--- config.mk ---
export PLATFORM = sky130hd
export DESIGN_NAME = multichannel_sigma_delta_dimmer_unit
export DESIGN_NICKNAME = d
export VERILOG_FILES = /design/src/rtl/msdd_pkg.sv /design/src/rtl/multichannel_sigma_delta_dimmer_unit.sv
export SDC_FILE = /design/constraint.sdc
export NUM_CORES = 1
export LEC_CHECK = 0
export CAP_MARGIN = 25
export CORE_ASPECT_RATIO = 1.25
export CORE_MARGIN = 4
export CORE_UTILIZATION = 30
export DETAILED_ROUTE_END_ITERATION = 7
export DONT_BUFFER_PORTS = 1
export GPL_TIMING_DRIVEN = 0
export PLACE_DENSITY_LB_ADDON = 0.08
export RECOVER_POWER = 25
export SLEW_MARGIN = 20
export SYNTH_ARGS = -nofsm -noshare
export SYNTH_HDL_FRONTEND = slang
export SYNTH_SLANG_ARGS = --single-unit
--- constraint.sdc ---
create_clock -name aclk -period 20.8 [get_ports aclk]
set_input_delay 2.08 -clock aclk [delete_from_list [all_inputs] [get_ports aclk]]
set_output_delay 2.08 -clock aclk [all_outputs]
set_load 0.05 [all_outputs]
--- src/rtl/msdd_pkg.sv ---
// Package: state encoding, item codes and modulator constants for the sigma-delta dimmer.
`timescale 1ns / 1ps

package msdd_pkg;

    localparam int unsigned PIN_W   = 12;
    localparam int unsigned LEVEL_W = 16;
    localparam int unsigned ACC_W   = 21;
    localparam int unsigned SUM_W   = ACC_W + 1;
    localparam int unsigned ID_W    = 16;

    localparam logic FUNC_SET  = 1'b0;
    localparam logic FUNC_TICK = 1'b1;

    localparam logic signed [SUM_W-1:0] FULL_SCALE = 22'sh00fffe;
    localparam logic signed [SUM_W-1:0] SIGMA_MAX  = 22'sd655360;
    localparam logic signed [SUM_W-1:0] SIGMA_MIN  = -22'sd655360;

    typedef enum logic [1:0] {
        ST_IDLE,
        ST_RUN,
        ST_DONE
    } msdd_state_t;

endpackage

--- src/rtl/multichannel_sigma_delta_dimmer_unit.sv ---
// Multi-channel first-order sigma-delta dimmer with one shared squarer and accumulate stage.
`timescale 1ns / 1ps

// Set-level transaction: taken with no result; the unit stays ready for the next one.
// Tick transaction: one channel enters the squarer per cycle, the accumulator follows in
// the cycle after; the result is loaded from the done state once the output register is
// free, and the unit then returns to idle and takes the next transaction.
// The single squarer/accumulator pair works on one tick at a time until its result is loaded.
// Reset (aresetn low, synchronous) clears levels, accumulators, base_channel and output valid.
module multichannel_sigma_delta_dimmer_unit #(
    parameter int CHANNELS = 12
) (
    input  logic        aclk,
    input  logic        aresetn,
    // input stream
    input  logic        s_tvalid,
    output logic        s_tready,
    input  logic [31:0] s_tdata,   // [15:0] global_id, [31:16] value
    input  logic [0:0]  s_tuser,   // [0] func
    // result stream
    output logic        m_tvalid,
    input  logic        m_tready,
    output logic [15:0] m_tdata,   // [11:0] pin_states, [15:12] zero
    // base_channel register write
    input  logic        cfg_valid,
    output logic        cfg_ready,
    input  logic [15:0] cfg_data
);
    import msdd_pkg::*;

    localparam int IDX_W = (CHANNELS > 1) ? $clog2(CHANNELS) : 1;
    localparam int CNT_W = $clog2(CHANNELS + 1);
    localparam logic [CNT_W-1:0] LAST_CNT = CNT_W'(CHANNELS);
    localparam logic [ID_W-1:0]  CHAN_ID  = ID_W'(CHANNELS);

    msdd_state_t state_reg, state_next;

    logic [ID_W-1:0]            base_reg;
    logic [LEVEL_W-1:0]         level_reg [CHANNELS];
    logic signed [ACC_W-1:0]    acc_reg   [CHANNELS];
    logic [CHANNELS-1:0]        pins_reg;
    logic [CNT_W-1:0]           cnt_reg;
    logic [2*LEVEL_W-1:0]       prod_reg;
    logic [IDX_W-1:0]           prod_idx_reg;
    logic                       prod_vld_reg;
    logic                       m_tvalid_reg;
    logic [15:0]                m_tdata_reg;

    logic                       s_accept;
    logic                       set_hit;
    logic [ID_W-1:0]            local_id;
    logic                       walk_active;
    logic                       out_load;
    logic                       out_free;
    logic signed [SUM_W-1:0]    acc_ext;
    logic signed [SUM_W-1:0]    sum;
    logic signed [SUM_W-1:0]    sum_clamped;
    logic [PIN_W-1:0]           pin_field;

    assign s_accept = s_tvalid & s_tready;
    assign local_id = s_tdata[ID_W-1:0] - base_reg;
    assign set_hit  = s_accept && (s_tuser[0] == FUNC_SET) && (local_id < CHAN_ID);
    assign out_free = ~m_tvalid_reg | m_tready;

    // Next state
    always_comb begin
        state_next = state_reg;
        unique case (state_reg)
            ST_IDLE: begin
                if (s_accept && (s_tuser[0] == FUNC_TICK)) begin
                    state_next = ST_RUN;
                end
            end
            ST_RUN: begin
                if (cnt_reg == LAST_CNT) begin
                    state_next = ST_DONE;
                end
            end
            ST_DONE: begin
                if (out_free) begin
                    state_next = ST_IDLE;
                end
            end
            default: state_next = ST_IDLE;
        endcase
    end

    // Control outputs
    always_comb begin
        s_tready    = 1'b0;
        walk_active = 1'b0;
        out_load    = 1'b0;
        unique case (state_reg)
            ST_IDLE: s_tready    = 1'b1;
            ST_RUN:  walk_active = (cnt_reg < LAST_CNT);
            ST_DONE: out_load    = out_free;
            default: ;
        endcase
    end

    // Shared accumulate and clamp stage
    always_comb begin
        acc_ext = SUM_W'(acc_reg[prod_idx_reg]);
        sum = acc_ext + $signed({{(SUM_W-LEVEL_W){1'b0}}, prod_reg[2*LEVEL_W-1:LEVEL_W]});
        if (!acc_ext[SUM_W-1]) begin
            sum = sum - FULL_SCALE;
        end
        priority if (sum > SIGMA_MAX) begin
            sum_clamped = SIGMA_MAX;
        end else if (sum < SIGMA_MIN) begin
            sum_clamped = SIGMA_MIN;
        end else begin
            sum_clamped = sum;
        end
    end

    // Pins beyond the field width are modulated but not reported
    for (genvar i = 0; i < PIN_W; i++) begin : g_pin
        if (i < CHANNELS) begin : g_used
            assign pin_field[i] = pins_reg[i];
        end else begin : g_unused
            assign pin_field[i] = 1'b0;
        end
    end

    always_ff @(posedge aclk) begin
        if (!aresetn) begin
            state_reg    <= ST_IDLE;
            base_reg     <= '0;
            cnt_reg      <= '0;
            prod_vld_reg <= 1'b0;
            m_tvalid_reg <= 1'b0;
            for (int i = 0; i < CHANNELS; i++) begin
                level_reg[i] <= '0;
                acc_reg[i]   <= '0;
            end
        end else begin
            state_reg <= state_next;
            if (cfg_valid) begin
                base_reg <= cfg_data;
            end
            if (set_hit) begin
                level_reg[local_id[IDX_W-1:0]] <= s_tdata[31:16];
            end
            if (state_reg == ST_RUN) begin
                cnt_reg <= cnt_reg + 1'b1;
            end else begin
                cnt_reg <= '0;
            end
            prod_vld_reg <= walk_active;
            if (prod_vld_reg) begin
                acc_reg[prod_idx_reg] <= sum_clamped[ACC_W-1:0];
            end
            if (out_load) begin
                m_tvalid_reg <= 1'b1;
            end else if (m_tready) begin
                m_tvalid_reg <= 1'b0;
            end
        end
    end

    // Payload registers
    always_ff @(posedge aclk) begin
        if (walk_active) begin
            prod_reg     <= level_reg[cnt_reg[IDX_W-1:0]] * level_reg[cnt_reg[IDX_W-1:0]];
            prod_idx_reg <= cnt_reg[IDX_W-1:0];
        end
        if (prod_vld_reg) begin
            pins_reg[prod_idx_reg] <= ~sum_clamped[SUM_W-1];
        end
        if (out_load) begin
            m_tdata_reg <= {{(16-PIN_W){1'b0}}, pin_field};
        end
    end

    assign m_tvalid  = m_tvalid_reg;
    assign m_tdata   = m_tdata_reg;
    assign cfg_ready = 1'b1;

`ifndef NO_ASSERTIONS
    a_prod_only_in_run: assert property (@(posedge aclk) disable iff (!aresetn)
        prod_vld_reg |-> (state_reg == ST_RUN))
        else $error("accumulate stage active outside the channel walk");

    a_walk_ends: assert property (@(posedge aclk) disable iff (!aresetn)
        (state_reg == ST_RUN) && (cnt_reg == LAST_CNT) |=> (state_reg == ST_DONE))
        else $error("channel walk did not finish after the last channel");

    a_acc_clamped: assert property (@(posedge aclk) disable iff (!aresetn)
        prod_vld_reg |=> ((SUM_W'(acc_reg[$past(prod_idx_reg)]) <= SIGMA_MAX)
                       && (SUM_W'(acc_reg[$past(prod_idx_reg)]) >= SIGMA_MIN)))
        else $error("accumulator left the clamp range");

    a_result_from_done: assert property (@(posedge aclk) disable iff (!aresetn)
        $rose(m_tvalid_reg) |-> ($past(state_reg) == ST_DONE))
        else $error("result raised outside the done state");
`endif

endmodule
[Word-level counts from Yosys, hierarchy flattened]
Memory sizes are Yosys's and may differ from the RTL's. A register that Yosys moved wholly into a read port is not among the register bits.
Index checks and enable logic that the tools add are counted.
Cells by class
  bitwise operators: 5
  mux-type cells: 30
  magnitude comparators: 6
  equality and inequality tests: 6
  reduce and logical (&&, ||, !) cells: 10
  multiply operators: 1
  add/subtract/negate cells: 4
Operators with widths (number)
  22-bit two-way mux: 3
  16-bit by 16-bit multiplier with 32-bit output: 1
  21-bit by 17-bit adder with 22-bit output: 1
  22-bit by 21-bit > comparator with 1-bit output, second input constant: 1
  22-bit by 21-bit < comparator with 1-bit output, second input constant: 1
  22-bit by 17-bit subtractor with 22-bit output, second input constant: 1
  21-bit two-way mux: 1
  21-bit OR reduction: 1
  16-bit by 4-bit < comparator with 1-bit output, second input constant: 1
  16-bit two-way mux: 1
  4-bit two-way mux: 4
  16-bit OR reduction: 1
  16-bit subtractor: 1
  1-bit two-way mux: 15
  12-bit bitwise mux: 1
  2-bit two-way mux: 3
  2-bit inequality test, second input constant: 3
  2-bit one-hot mux with 3 select lines: 1
  4-bit by 5-bit < comparator with 1-bit output, second input constant: 1
  4-bit by 1-bit adder with 4-bit output, second input constant: 1
  1-bit demux with 4-bit select: 1
  4-bit equality test, second input constant: 1
  4-bit by 1-bit >= comparator with 1-bit output, second input constant: 1
  1-bit logical AND: 4
  other kinds (10): 12
Word-level totals
  flip-flop bits (word level): 84
  bits of input ports: 54
  logic and storage cells: 73
  memory bits (writable): 444
  memories: 2
  output and inout bits: 19
Memory list
  acc_reg: depth 12, width 21, read ports 1, clocked after Yosys merged registers in 1, wr ports 12, line multichannel_sigma_delta_dimmer_unit.sv:40  | logic signed [ACC_W-1:0] acc_reg [CHANNELS];
  level_reg: depth 12, width 16, read ports 1, clocked after Yosys merged registers in 1, wr ports 12, line multichannel_sigma_delta_dimmer_unit.sv:39  | logic [LEVEL_W-1:0] level_reg [CHANNELS];

[Logic depth before layout (Yosys ltp)]
  depth in word-level cells: 10
  mapped depth: 33
  depth with buffers taken out: 28

[Least setup slack after synthesis]
No wires, ideal clock.
  kind: register -> register
  start point: register, netlist name cnt_reg[0]
  end point: register prod_reg[29], data pin
  data required time: 20541 ps
  library setup time: 259 ps
  stages on the path, launching flop included: 32
  setup slack: 11935 ps
  path buffers: 5
  clock period less this slack: 8865 ps
  data arrival time: 8606 ps
  cells stage by stage: dfxtp_1 -> clkbuf_1 -> clkbuf_1 -> buf_1 -> buf_1 -> mux4_2 -> mux4_2 -> clkbuf_1 -> nand2_1 -> fa_1 -> fa_1 -> inv_1 -> fa_1 -> inv_1 -> fa_1 -> inv_1 -> fa_1 -> inv_1 -> fa_1 -> inv_1 -> ha_1 -> nand2_1 -> nand3_1 -> a2111o_1 -> a31oi_1 -> o21ai_0 -> nand3_1 -> nand2_1 -> a21o_1 -> and2_1 -> o21a_1 -> o31a_1
RTL lines
  end signal, assigned: line multichannel_sigma_delta_dimmer_unit.sv:165  | prod_reg <= level_reg[cnt_reg[IDX_W-1:0]] * level_reg[cnt_reg[IDX_W-1:0]];
  end, declared: line multichannel_sigma_delta_dimmer_unit.sv:43  | logic [2*LEVEL_W-1:0] prod_reg;

==> results.toml <==
[synthesis]
yosysTopAreaCell = "edfxtp_1"
synth_seq_cells = 664
synth_area_sq_mm = 0.03828
ys_seq_area_share_pct = 51.35
synth_top_area_share_pct = 49.89
ys.flop_type = "edfxtp_1"
synth.area.top_cells = "edfxtp_1, mux4_2, fa_1"
synth.most_common_cell = "edfxtp_1"
ys_async_sr_fraction_pct = 0
syn_avg_cell_area_sq_um = 13.38
synth_enable_flop_cells = 636
syn-instance-count = 2861
synthTopCellsByCount = "edfxtp_1, inv_1, and2_1"
synthDistinctLibCells = 79
yosys_warnings = 0

[cts]
cts_buffers = 78
ctsHoldBuffers = 0
post_cts_buffers = 0
path_clk_slew_ns = 0.06
cts-root-buf = "clkbuf_16"
cts_tree = "built"
ctsLongestPathBuffers = 3
clk_latency_ns = 0.65
cts_sinks = 664
cts_resized = 0
clock_tree.htree_level_count = 3

[timing]
tightest_slew_ns = 2.889
fin_crit_sh_pct = 54.77
period_minus_slack_ns = 11.39
finalSetupViolCount = 0
slew_viol_final = 83
tns_ns = 0
rsz0062_at_grt = "false"
finClkSkew_ns = 0.03198
maxSlewHeadroom_pct = -94.62
hold_violations = 0
fmax_mhz = 87.78

[finish]
largest_register_ffs = 336
drive_gt1_share_pct = 15.80
fin_nets = 3401
multiInputGateArea_sq_mm = 0.01703
fin_util_pct = 34.47
ff_latch_area_sq_mm = 0.01966
fillers = 12570
syn_to_final_growth_pct = 14.15

[worst_setup_path]
rr_startpoint = "cnt_reg[0]"
r2r_slack_ns = 9.41
critPathRequiredTime_ns = 21.19
worst_ep_arrival_time_ns = 11.78
cp-end-kind = "register"
crit_path_start_kind = "register"
worstSetupPathType = "register to register"
crit_slowest_cell = "clkbuf_1"
timing.rr.end = "prod_reg[29]"
max_stage_delay_ns = 0.96
crit_fanout = 10
ff2ff_path_depth = 32

[global_route]
grt_pass1_wl_microns = 173700
grt_max_degree = 21
grt_pass1_vias = 25140
gr-total-overflow = 0
antenna_found_initial = 0
grt_util_all_layers_pct = 17.85

[detailed_routing]
totalWireLength_microns = 118900
drc = 0
antenna_left = 0
via_per_inst = 4.906
firstDrtPassIters = 5
drtIter0Drc = 1751
wl_per_cell_microns = 24.72
num_vias = 23600

[job]
drv_cap = 8

[die]
die-width_microns = 327.5
placementRows = 146
die_area_sq_mm = 0.1334
core_area_sq_mm = 0.1268
io_pins = 73
start_util_pct = 30.20
fp.dieH_microns = 407.4

[placement]
io_buffers = 0
dp_hpwl_microns = 89660
gp_congestion = 0.8201

[power]
p_leak_nw = 16.45
ir_worst_vdd_mv = 0.06164
pwr_density_cell_mw_per_mm2 = 103.9

[outcome]
outcome = "finished with violations"
violations = "capacitance limit, slew limit"

[min_path]
hp-start = "pin_field[9]"
min_delay_path_depth = 0
min_path_type = "register to register"
holdPathEnd = "m_tdata[9]"
==> kinds of logic after synthesis <==
logic type      Yosys count  share of synthesized area, %
compound gates          223                         3.965
xor+xnor                 72                         1.667
fa+ha+maj               300                         13.06
buf+inv                 484                         5.082
flops                   664                         51.35
mux                     201                         11.17
other cells               2                       0.01962
simple gates            915                         13.68
==> stage by stage <==
step / setup WS (ns) / cells / power, W / hold slack, ns / area (sq um)
6_report: 9.408 / 4811 / 0.004540 / 0.4213 / 43700
5_1_grt: 8.565 / 4810 / 0.004807 / 0.4352 / 43690
4_1_cts: 9.254 / 4804 / 0.004608 / 0.4238 / 43890
3_5_place_dp: 9.302 / 4663 / 0.003258 / 0.4120 / 41460
3_3_place_gp: 8.775 / 4630 / 0.003241 / 0.4165 / 40660
2_1_floorplan: 11.94 / 2928 / 0.002669 / 0.4003 / 38530
==> how the worst max path moves through the flow <==
stage                     startpoint              to  depth (start not counted)
after floorplan           cnt_reg[0]    prod_reg[29]                         31
after global placement      register  acc_reg[0][12]                         24
after detailed placement    register  acc_reg[0][12]                         25
after CTS                   register  acc_reg[0][12]                         25
after global routing      cnt_reg[0]    prod_reg[29]                         32
final                     cnt_reg[0]    prod_reg[29]                         32
==> final cells by class <==
cell class | count | share of cell area [%]
Sequential cell | 664 | 44.99
Multi-Input combinational cell | 1780 | 38.97
Tap cell | 1702 | 4.873
Clock buffer | 95 | 4.733
Inverter | 303 | 2.603
Buffer | 181 | 1.867
Timing Repair Buffer | 39 | 1.128
Clock inverter | 46 | 0.8304
Antenna cell | 1 | 0.005727
==> metal layers <==
| metal | routed length (microns) | global-route usage, % | vias to the layer above |
|---|---|---|---|
| li1 | - | - | 10630 |
| met1 | 46390 | 21.18 | 12200 |
| met2 | 61210 | 31.65 | 569 |
| met3 | 4976 | 2.565 | 202 |
| met4 | 6349 | 8.610 | 0 |
| met5 | 0 | 0 | - |
==> placed cells by master, fill, tap and decap left out, types with 9 or more instances in the layout <==
cell	instances
a21o_1	13
a21oi_1	63
a22oi_1	9
and2_1	233
and3_1	36
buf_1	12
buf_2	24
buf_6	22
clkbuf_1	154
clkbuf_16	80
clkinv_1	19
clkinv_2	18
conb_1	69
dfxtp_1	28
edfxtp_1	636
fa_1	166
ha_1	134
inv_1	301
mux2i_1	20
mux4_2	181
nand2_1	141
nand2b_1	19
nand3_1	38
nand4_1	11
nor2_1	117
nor2b_1	32
nor3_1	127
nor3_2	82
nor3b_1	10
nor4_1	19
o21ai_0	42
xnor2_1	47
xor2_1	24
==> power by group <==
| group | leakage [nW] | internal (W) | switching, W |
|---|---|---|---|
| sequential | 6.62 | 0.00158 | 0.0000205 |
| combinational | 8.63 | 0.000483 | 0.00113 |
| clock | 1.21 | 0.000769 | 0.000561 |
| total | 16.5 | 0.00283 | 0.00171 |
==> worst max-delay path, delay by kind of cell, from the launching register on <==
kind	cells	cell delay (ns)
multiplexers	2	1.32
AND/OR/NAND/NOR	6	0.88
buffers and inverters	11	3.62
adder cells (fa/ha/maj)	7	3.26
AO/OA/AOI/OAI	6	1.65
flip-flops	1	0.36
Note: power is estimated with default switching activity, not from simulation.
